### config.mk
export PLATFORM = sky130hd
export DESIGN_NAME = key_action_map_table
export DESIGN_NICKNAME = d
export VERILOG_FILES = /design/src/rtl/kamt_pkg.sv /design/src/rtl/kamt_ram.sv /design/src/rtl/key_action_map_table.sv
export VERILOG_INCLUDE_DIRS = /design/src /design/src/rtl
export SDC_FILE = /design/constraint.sdc
export NUM_CORES = 2
export LEC_CHECK = 0
export BUFFER_PORTS_ARGS = -buffer_cell sky130_fd_sc_hd__buf_2
export CORE_MARGIN = 2
export CORE_UTILIZATION = 55
export DETAILED_ROUTE_END_ITERATION = 16
export PLACE_DENSITY = 0.76
export SLEW_MARGIN = 30
export SYNTH_ARGS = -nofsm -noshare
export SYNTH_HDL_FRONTEND = slang
export SYNTH_SLANG_ARGS = --single-unit
### constraint.sdc
create_clock -name clk -period 7.05 [get_ports clk]
set_input_delay 0.705 -clock clk [delete_from_list [all_inputs] [get_ports clk]]
set_output_delay 0.705 -clock clk [all_outputs]
set_load 0.02 [all_outputs]
### src/rtl/key_action_map_table_defines.svh
// Assertion macros used by the key action map table top level.
`ifndef KEY_ACTION_MAP_TABLE_DEFINES_SVH
`define KEY_ACTION_MAP_TABLE_DEFINES_SVH
`ifndef NO_ASSERTIONS
`define KAMT_ASSERT(lbl, prop, msg) \
  lbl: assert property (@(posedge clk) disable iff (!rst_n) prop) else $error(msg);
`define KAMT_ASSERT_ALWAYS(lbl, prop, msg) \
  lbl: assert property (@(posedge clk) prop) else $error(msg);
`else
`define KAMT_ASSERT(lbl, prop, msg)
`define KAMT_ASSERT_ALWAYS(lbl, prop, msg)
`endif
`endif

### src/rtl/kamt_pkg.sv
`timescale 1ns / 1ps
// Types and codes shared by the key action map table modules.
package kamt_pkg;

  localparam int KEY_W  = 16;
  localparam int ACT_W  = 7;
  localparam int USED_W = 8;

  typedef logic [USED_W-1:0] used_t;

  typedef enum logic [1:0] {
    OP_LOOKUP = 2'd0,
    OP_ADD    = 2'd1,
    OP_REMOVE = 2'd2,
    OP_CLEAR  = 2'd3
  } op_t;

  typedef enum logic [1:0] {
    ST_OK      = 2'd0,
    ST_FULL    = 2'd1,
    ST_MISSING = 2'd2
  } status_t;

  typedef enum logic [1:0] {
    S_IDLE,
    S_SCAN,
    S_SHIFT,
    S_RESULT
  } state_t;

  typedef struct packed {
    logic [KEY_W-1:0] key;
    logic [ACT_W-1:0] act;
  } entry_t;

endpackage

### src/rtl/kamt_ram.sv
`timescale 1ns / 1ps
// Entry memory with one write port and one registered read port.
module kamt_ram #(
  parameter int DEPTH = 128,
  parameter int AW    = 7
) (
  input  logic              clk,
  input  logic              we,
  input  logic [AW-1:0]     waddr,
  input  kamt_pkg::entry_t  wdata,
  input  logic [AW-1:0]     raddr,
  output kamt_pkg::entry_t  rdata
);

  kamt_pkg::entry_t mem [DEPTH];
  kamt_pkg::entry_t rdata_r;

  always_ff @(posedge clk) begin
    if (we) begin
      mem[waddr] <= wdata;
    end
  end

  always_ff @(posedge clk) begin
    rdata_r <= mem[raddr];
  end

  assign rdata = rdata_r;

endmodule

### src/rtl/key_action_map_table.sv
`timescale 1ns / 1ps
// Top level of the key action map table: sequencer, entry memory and result register.
// The table is a packed list of key and action entries in one memory with a registered read
// port, and every lookup, add or remove walks it through that single port, one entry per
// cycle, from index 0 until the key matches or the valid entries run out. A hit on add
// rewrites the action in place; a miss on add appends the entry or reports full. A remove
// that hits then moves each later entry down one place. A clear resets the entry count
// without walking the table. A new beat is accepted only while the sequencer is idle, but a
// finished result may still wait in the output register. No clearing pass runs after reset.
`include "key_action_map_table_defines.svh"
module key_action_map_table #(
  parameter int TABLE_DEPTH = 128
) (
  input  logic       clk,
  input  logic       rst_n,
  input  logic       in_valid,
  output logic       in_stall,
  input  logic [1:0] in_operation,
  input  logic [15:0] in_key_code,
  input  logic [6:0] in_action_code,
  output logic       out_valid,
  input  logic       out_stall,
  output logic       out_hit,
  output logic [6:0] out_bound_action,
  output logic [1:0] out_status,
  output logic [7:0] out_entries_used
);

  localparam int AW = (TABLE_DEPTH > 1) ? $clog2(TABLE_DEPTH) : 1;
  localparam int CW = $clog2(TABLE_DEPTH + 1);

  typedef logic [CW-1:0] cnt_t;
  typedef logic [AW-1:0] addr_t;

  kamt_pkg::state_t  state_r, state_nxt;
  kamt_pkg::op_t     op_r, op_nxt;
  logic [kamt_pkg::KEY_W-1:0] key_r, key_nxt;
  logic [kamt_pkg::ACT_W-1:0] act_r, act_nxt;
  cnt_t              count_r, count_nxt;
  cnt_t              idx_r, idx_nxt;
  logic              pend_r, pend_nxt;
  addr_t             pend_idx_r, pend_idx_nxt;

  logic              res_hit_r, res_hit_nxt;
  logic [kamt_pkg::ACT_W-1:0] res_act_r, res_act_nxt;
  kamt_pkg::status_t res_status_r, res_status_nxt;
  kamt_pkg::used_t   res_used_r, res_used_nxt;

  logic              out_valid_r, out_valid_nxt;
  logic              out_hit_r, out_hit_nxt;
  logic [kamt_pkg::ACT_W-1:0] out_act_r, out_act_nxt;
  kamt_pkg::status_t out_status_r, out_status_nxt;
  kamt_pkg::used_t   out_used_r, out_used_nxt;

  logic              ram_we;
  addr_t             ram_waddr;
  kamt_pkg::entry_t  ram_wdata;
  addr_t             ram_raddr;
  kamt_pkg::entry_t  ram_rdata;
  logic              match;

  kamt_ram #(
    .DEPTH (TABLE_DEPTH),
    .AW    (AW)
  ) u_ram (
    .clk   (clk),
    .we    (ram_we),
    .waddr (ram_waddr),
    .wdata (ram_wdata),
    .raddr (ram_raddr),
    .rdata (ram_rdata)
  );

  assign in_stall         = (state_r != kamt_pkg::S_IDLE);
  assign out_valid        = out_valid_r;
  assign out_hit          = out_hit_r;
  assign out_bound_action = out_act_r;
  assign out_status       = out_status_r;
  assign out_entries_used = out_used_r;

  assign match = pend_r && (ram_rdata.key == key_r);

  always_ff @(posedge clk) begin
    if (!rst_n) begin
      state_r     <= kamt_pkg::S_IDLE;
      count_r     <= '0;
      pend_r      <= 1'b0;
      out_valid_r <= 1'b0;
    end else begin
      state_r     <= state_nxt;
      count_r     <= count_nxt;
      pend_r      <= pend_nxt;
      out_valid_r <= out_valid_nxt;
    end
  end

  always_ff @(posedge clk) begin
    op_r         <= op_nxt;
    key_r        <= key_nxt;
    act_r        <= act_nxt;
    idx_r        <= idx_nxt;
    pend_idx_r   <= pend_idx_nxt;
    res_hit_r    <= res_hit_nxt;
    res_act_r    <= res_act_nxt;
    res_status_r <= res_status_nxt;
    res_used_r   <= res_used_nxt;
    out_hit_r    <= out_hit_nxt;
    out_act_r    <= out_act_nxt;
    out_status_r <= out_status_nxt;
    out_used_r   <= out_used_nxt;
  end

  always_comb begin
    state_nxt      = state_r;
    op_nxt         = op_r;
    key_nxt        = key_r;
    act_nxt        = act_r;
    count_nxt      = count_r;
    idx_nxt        = idx_r;
    pend_nxt       = pend_r;
    pend_idx_nxt   = pend_idx_r;
    res_hit_nxt    = res_hit_r;
    res_act_nxt    = res_act_r;
    res_status_nxt = res_status_r;
    res_used_nxt   = res_used_r;
    out_valid_nxt  = out_valid_r && out_stall;
    out_hit_nxt    = out_hit_r;
    out_act_nxt    = out_act_r;
    out_status_nxt = out_status_r;
    out_used_nxt   = out_used_r;
    ram_we         = 1'b0;
    ram_waddr      = '0;
    ram_wdata      = '0;
    ram_raddr      = idx_r[AW-1:0];

    unique case (state_r)
      kamt_pkg::S_IDLE: begin
        if (in_valid) begin
          op_nxt         = kamt_pkg::op_t'(in_operation);
          key_nxt        = in_key_code;
          act_nxt        = in_action_code;
          idx_nxt        = '0;
          pend_nxt       = 1'b0;
          res_hit_nxt    = 1'b0;
          res_act_nxt    = '0;
          res_status_nxt = kamt_pkg::ST_OK;
          res_used_nxt   = kamt_pkg::used_t'(count_r);
          if (kamt_pkg::op_t'(in_operation) == kamt_pkg::OP_CLEAR) begin
            count_nxt    = '0;
            res_used_nxt = '0;
            state_nxt    = kamt_pkg::S_RESULT;
          end else begin
            state_nxt    = kamt_pkg::S_SCAN;
          end
        end
      end

      kamt_pkg::S_SCAN: begin
        priority if (match) begin
          pend_nxt    = 1'b0;
          res_hit_nxt = 1'b1;
          unique case (op_r)
            kamt_pkg::OP_LOOKUP: begin
              res_act_nxt = ram_rdata.act;
              state_nxt   = kamt_pkg::S_RESULT;
            end
            kamt_pkg::OP_ADD: begin
              ram_we    = 1'b1;
              ram_waddr = pend_idx_r;
              ram_wdata = '{key: key_r, act: act_r};
              state_nxt = kamt_pkg::S_RESULT;
            end
            kamt_pkg::OP_REMOVE: begin
              idx_nxt   = cnt_t'(pend_idx_r) + cnt_t'(1);
              state_nxt = kamt_pkg::S_SHIFT;
            end
            default: begin
              state_nxt = kamt_pkg::S_RESULT;
            end
          endcase
        end else if (idx_r < count_r) begin
          pend_nxt     = 1'b1;
          pend_idx_nxt = idx_r[AW-1:0];
          idx_nxt      = idx_r + cnt_t'(1);
        end else if (!pend_r) begin
          state_nxt = kamt_pkg::S_RESULT;
          unique case (op_r)
            kamt_pkg::OP_ADD: begin
              if (count_r == cnt_t'(TABLE_DEPTH)) begin
                res_status_nxt = kamt_pkg::ST_FULL;
              end else begin
                ram_we       = 1'b1;
                ram_waddr    = count_r[AW-1:0];
                ram_wdata    = '{key: key_r, act: act_r};
                count_nxt    = count_r + cnt_t'(1);
                res_used_nxt = kamt_pkg::used_t'(count_r + cnt_t'(1));
              end
            end
            kamt_pkg::OP_REMOVE: begin
              res_status_nxt = kamt_pkg::ST_MISSING;
            end
            default: begin
              res_status_nxt = kamt_pkg::ST_OK;
            end
          endcase
        end else begin
          pend_nxt = 1'b0;
        end
      end

      kamt_pkg::S_SHIFT: begin
        if (pend_r) begin
          ram_we    = 1'b1;
          ram_waddr = pend_idx_r - addr_t'(1);
          ram_wdata = ram_rdata;
        end
        if (idx_r < count_r) begin
          pend_nxt     = 1'b1;
          pend_idx_nxt = idx_r[AW-1:0];
          idx_nxt      = idx_r + cnt_t'(1);
        end else begin
          pend_nxt = 1'b0;
          if (!pend_r) begin
            count_nxt    = count_r - cnt_t'(1);
            res_used_nxt = kamt_pkg::used_t'(count_r - cnt_t'(1));
            state_nxt    = kamt_pkg::S_RESULT;
          end
        end
      end

      kamt_pkg::S_RESULT: begin
        if (!out_valid_r || !out_stall) begin
          out_valid_nxt  = 1'b1;
          out_hit_nxt    = res_hit_r;
          out_act_nxt    = res_act_r;
          out_status_nxt = res_status_r;
          out_used_nxt   = res_used_r;
          state_nxt      = kamt_pkg::S_IDLE;
        end
      end

      default: begin
        state_nxt = kamt_pkg::S_IDLE;
      end
    endcase
  end

  `KAMT_ASSERT(a_count_bound, count_r <= cnt_t'(TABLE_DEPTH), "entry count above table depth")
  `KAMT_ASSERT(a_clear_empties,
    (in_valid && !in_stall && in_operation == kamt_pkg::OP_CLEAR) |=> (count_r == '0),
    "clear did not empty the table")
  `KAMT_ASSERT(a_count_step,
    1'b1 |=> (count_r == $past(count_r) || count_r == $past(count_r) + cnt_t'(1) ||
              count_r + cnt_t'(1) == $past(count_r) || count_r == '0),
    "entry count jumped")
  `KAMT_ASSERT(a_idle_no_write, (state_r == kamt_pkg::S_IDLE) |-> !ram_we, "memory written while idle")
  `KAMT_ASSERT_ALWAYS(a_reset_out, !rst_n |=> !out_valid_r, "result valid right after reset")

endmodule
==> summary.txt <==
Status
  • Status: finished, final reports clean

Floorplan
  • Core area: 212000 sq um
  • Initial Util: 0.554
  • Overall die area: 218000 sq um
  • Die width: 467 microns
  • I/O pin cnt: 49
  • Std cell rows: 169
  • Die Span Y: 467 microns

Power
  • Net Switching: 12.7 mW
  • VDD IR max: 0.358 mV
  • Sequential share of power: 0.445
  • Logic gate share of total power: 0.215
  • Power density over the cells: 347 nW/um^2
  • Pleak: 36.9 nW
  • Switching fraction of total power: 0.274
  • Internal power: 33.5 mW
  • Clk pwr share: 0.339
  • Power Total: 46.2 mW

Logic synthesis
  • Mapped Avg Cell Area: 24.1 sq um
  • Synth async-reset ratio: 0
  • Top cells by count, synth: 3020 x edfxtp_1, 920 x mux4_2, 154 x clkbuf_1
  • EDFF count, synth: 3020
  • Top-area cell type share of the netlist area: 0.771
  • Count leader, synth: edfxtp_1
  • Synth cell types: 67
  • Gate count after technology mapping: 4874
  • Synth top area cells: edfxtp_1 77%, mux4_2 18%, dfxtp_1 0.60%
  • Syn Std Cell Area: 118000 sq um
  • Sequential share of the synthesized area: 0.777
  • Synth warnings: 0
  • Syn nets: 4924
  • Top_reg_cell synth: edfxtp_1
  • #FFs+latches synth: 3055
  • Top cell type by total area after synthesis: edfxtp_1

Route
  • Drt total wl: 295000 microns
  • First DRT Iteration DRCs: 8826
  • Antenna Nets Post-Route: 0
  • Pre-antenna DRT Iters: 8
  • Vias post-DR: 56834
  • Routed vias/inst: 6.90
  • DR WL/cell: 35.9 microns
  • DR DRC count: 0

Clocking
  • CTS resizes: 0
  • Worst-path clk slew: 0.06 ns
  • H-tree Lvls: 5
  • CTS root buf: clkbuf_16
  • Clock buffer depth: 4
  • CTS tree: done
  • Clk Latency, worst-skew pair: 0.95 ns
  • Hold_buf cts: 2
  • Number of setup buffers added after CTS: 0
  • CTS Buf Count: 306
  • Sinks on Clock Net: 3055

Worst setup path
  • Worst reg2reg path depth: 10
  • Setup crit end kind: flip-flop
  • Critical path class: reg -> reg
  • CP Launch Type: flip-flop
  • Req. time, crit path: 7.65 ns
  • CP Data Arrival Time: 5.63 ns
  • Critical path fanouts, max: 19

STA
  • RSZ-0062 raised after global routing: no
  • Worst Tran Pin Value: 0.994 ns
  • Worst Skew: 0.0417 ns
  • Final setup fails: 0
  • Setup_tns: 0 ns
  • Relative slew slack: 0.319
  • Min Tclk post-route: 5.03 ns
  • Max Freq: 0.199 GHz
  • Final hold vios: 0
  • Final period utilization: 0.713
  • Final Slew Violations: 0

Min path
  • HP Class: in -> reg
  • Hold path cells: 1

Cells and area
  • Layout Nets: 5240
  • Final instance area: 133000 sq um
  • Share of cells above drive strength 1: 0.331
  • Final core area utilization: 0.628
  • Area Overhead vs Synth: 13.3%

Global routing
  • First-pass GRT wire length: 422000 microns
  • Grt ovf: 0
  • Antenna violations before repair: 7
  • Largest net degree at the start of global routing: 141
  • Vias in the first global route: 56952
  • All-layer global routing usage: 0.273

Placement
  • # port buffers: 48
  • Final Wtd Congestion: 0.875
  • DP Area: 124000 sq um
  • Detailed placement HPWL: 154000 microns

Flow run
  • Max_cap viols: 0
==> placed cells by master, fill, tap and decap left out, drive strengths merged, types with 32 or more instances in the layout <==
master and n:
clkinv 113, edfxtp 3020, mux2i 46, buf 295, nor4 131, a21oi 43
clkbuf 380, nor2 32, dfxtp 35, o22ai 48, mux4 920
==> sequential cells by signal, indices dropped and copies added (netlist names) <==
name	count
u_ram.mem	2944
u_ram.rdata	23
key_r	16
count_r	8
idx_r	8
out_entries_used	8
res_used_r	8
act_r	7
out_bound_action	7
pend_idx_r	7
res_act_r	7
op_r	2
out_status	2
res_status_r	2
state_r	2
out_hit	1
out_valid	1
pend_r	1
res_hit_r	1
==> final cells by class <==
type,instances,area [sq um]
Clock inverter,145,1280
Clock buffer,380,8150
Antenna cell,8,20.0
Multi-Input combinational cell,1504,26200
Fill cell,13225,79000
Tap cell,2821,3530
Sequential cell,3055,91400
Inverter,26,105
Timing Repair Buffer,297,2650
==> power by group through the flow <==
stage / combinational, mW / sequential, mW / clock [mW]
2_1_floorplan: 6.74 / 20.8 / 0
3_3_place_gp: 9.62 / 20.9 / 0
3_5_place_dp: 9.73 / 20.9 / 0
4_1_cts: 9.88 / 20.6 / 15.8
5_1_grt: 10.4 / 20.6 / 16.5
6_report: 9.95 / 20.6 / 15.7
==> cell families (layout without fill, tap and decap cells) <==
family / Yosys count / in the layout / share of synthesized area
AO/OA/AOI/OAI: 210 / 210 / 0.0125
XOR/XNOR: 33 / 33 / 0.00246
adder cells (fa/ha/maj): 21 / 21 / 0.00230
buffers and inverters: 315 / 848 / 0.0114
flip-flops: 3055 / 3055 / 0.777
multiplexers: 966 / 966 / 0.180
other: 0 / 8 / 0
AND/OR/NAND/NOR: 274 / 274 / 0.0148
==> worst max-delay path: stages, from the launching register on <==
cell	delay, ns
edfxtp_1	0.89
ha_1	0.37
o21a_1	0.15
nor2_1	0.06
o31ai_1	0.25
buf_4	0.24
a32oi_1	0.14
a211oi_2	0.53
nand3_2	0.76
nor4_2	0.88
buf_4	0.41
==> routing by layer <==
layer | global-route usage | vias up | share of wire
li1 | - | 21852 | -
met1 | 0.381 | 30216 | 0.36
met2 | 0.426 | 4160 | 0.48
met3 | 0.0631 | 604 | 0.12
met4 | 0.108 | 2 | 0.042
met5 | 0 | - | 0.000044
==> through the flow <==
step	std cells	worst slack, ns	hold WS, ns
after detailed placement	7688	2.04	0.407
after global placement	7677	2.20	0.410
final	8236	2.02	0.0526
after CTS	8215	1.97	0.00735
after global routing	8229	1.97	0.0168
after floorplan	4874	1.92	0.400
==> final timing paths <==
path                     start                  end  slack [ns]
min reg2reg       res_act_r[1]  out_bound_action[1]        0.42
max                   idx_r[2]     u_ram.mem[6][11]        2.02
max reg2reg           idx_r[2]     u_ram.mem[6][11]        2.02
min          in_action_code[3]             act_r[3]        0.05
(Power assumes the default switching activity.)
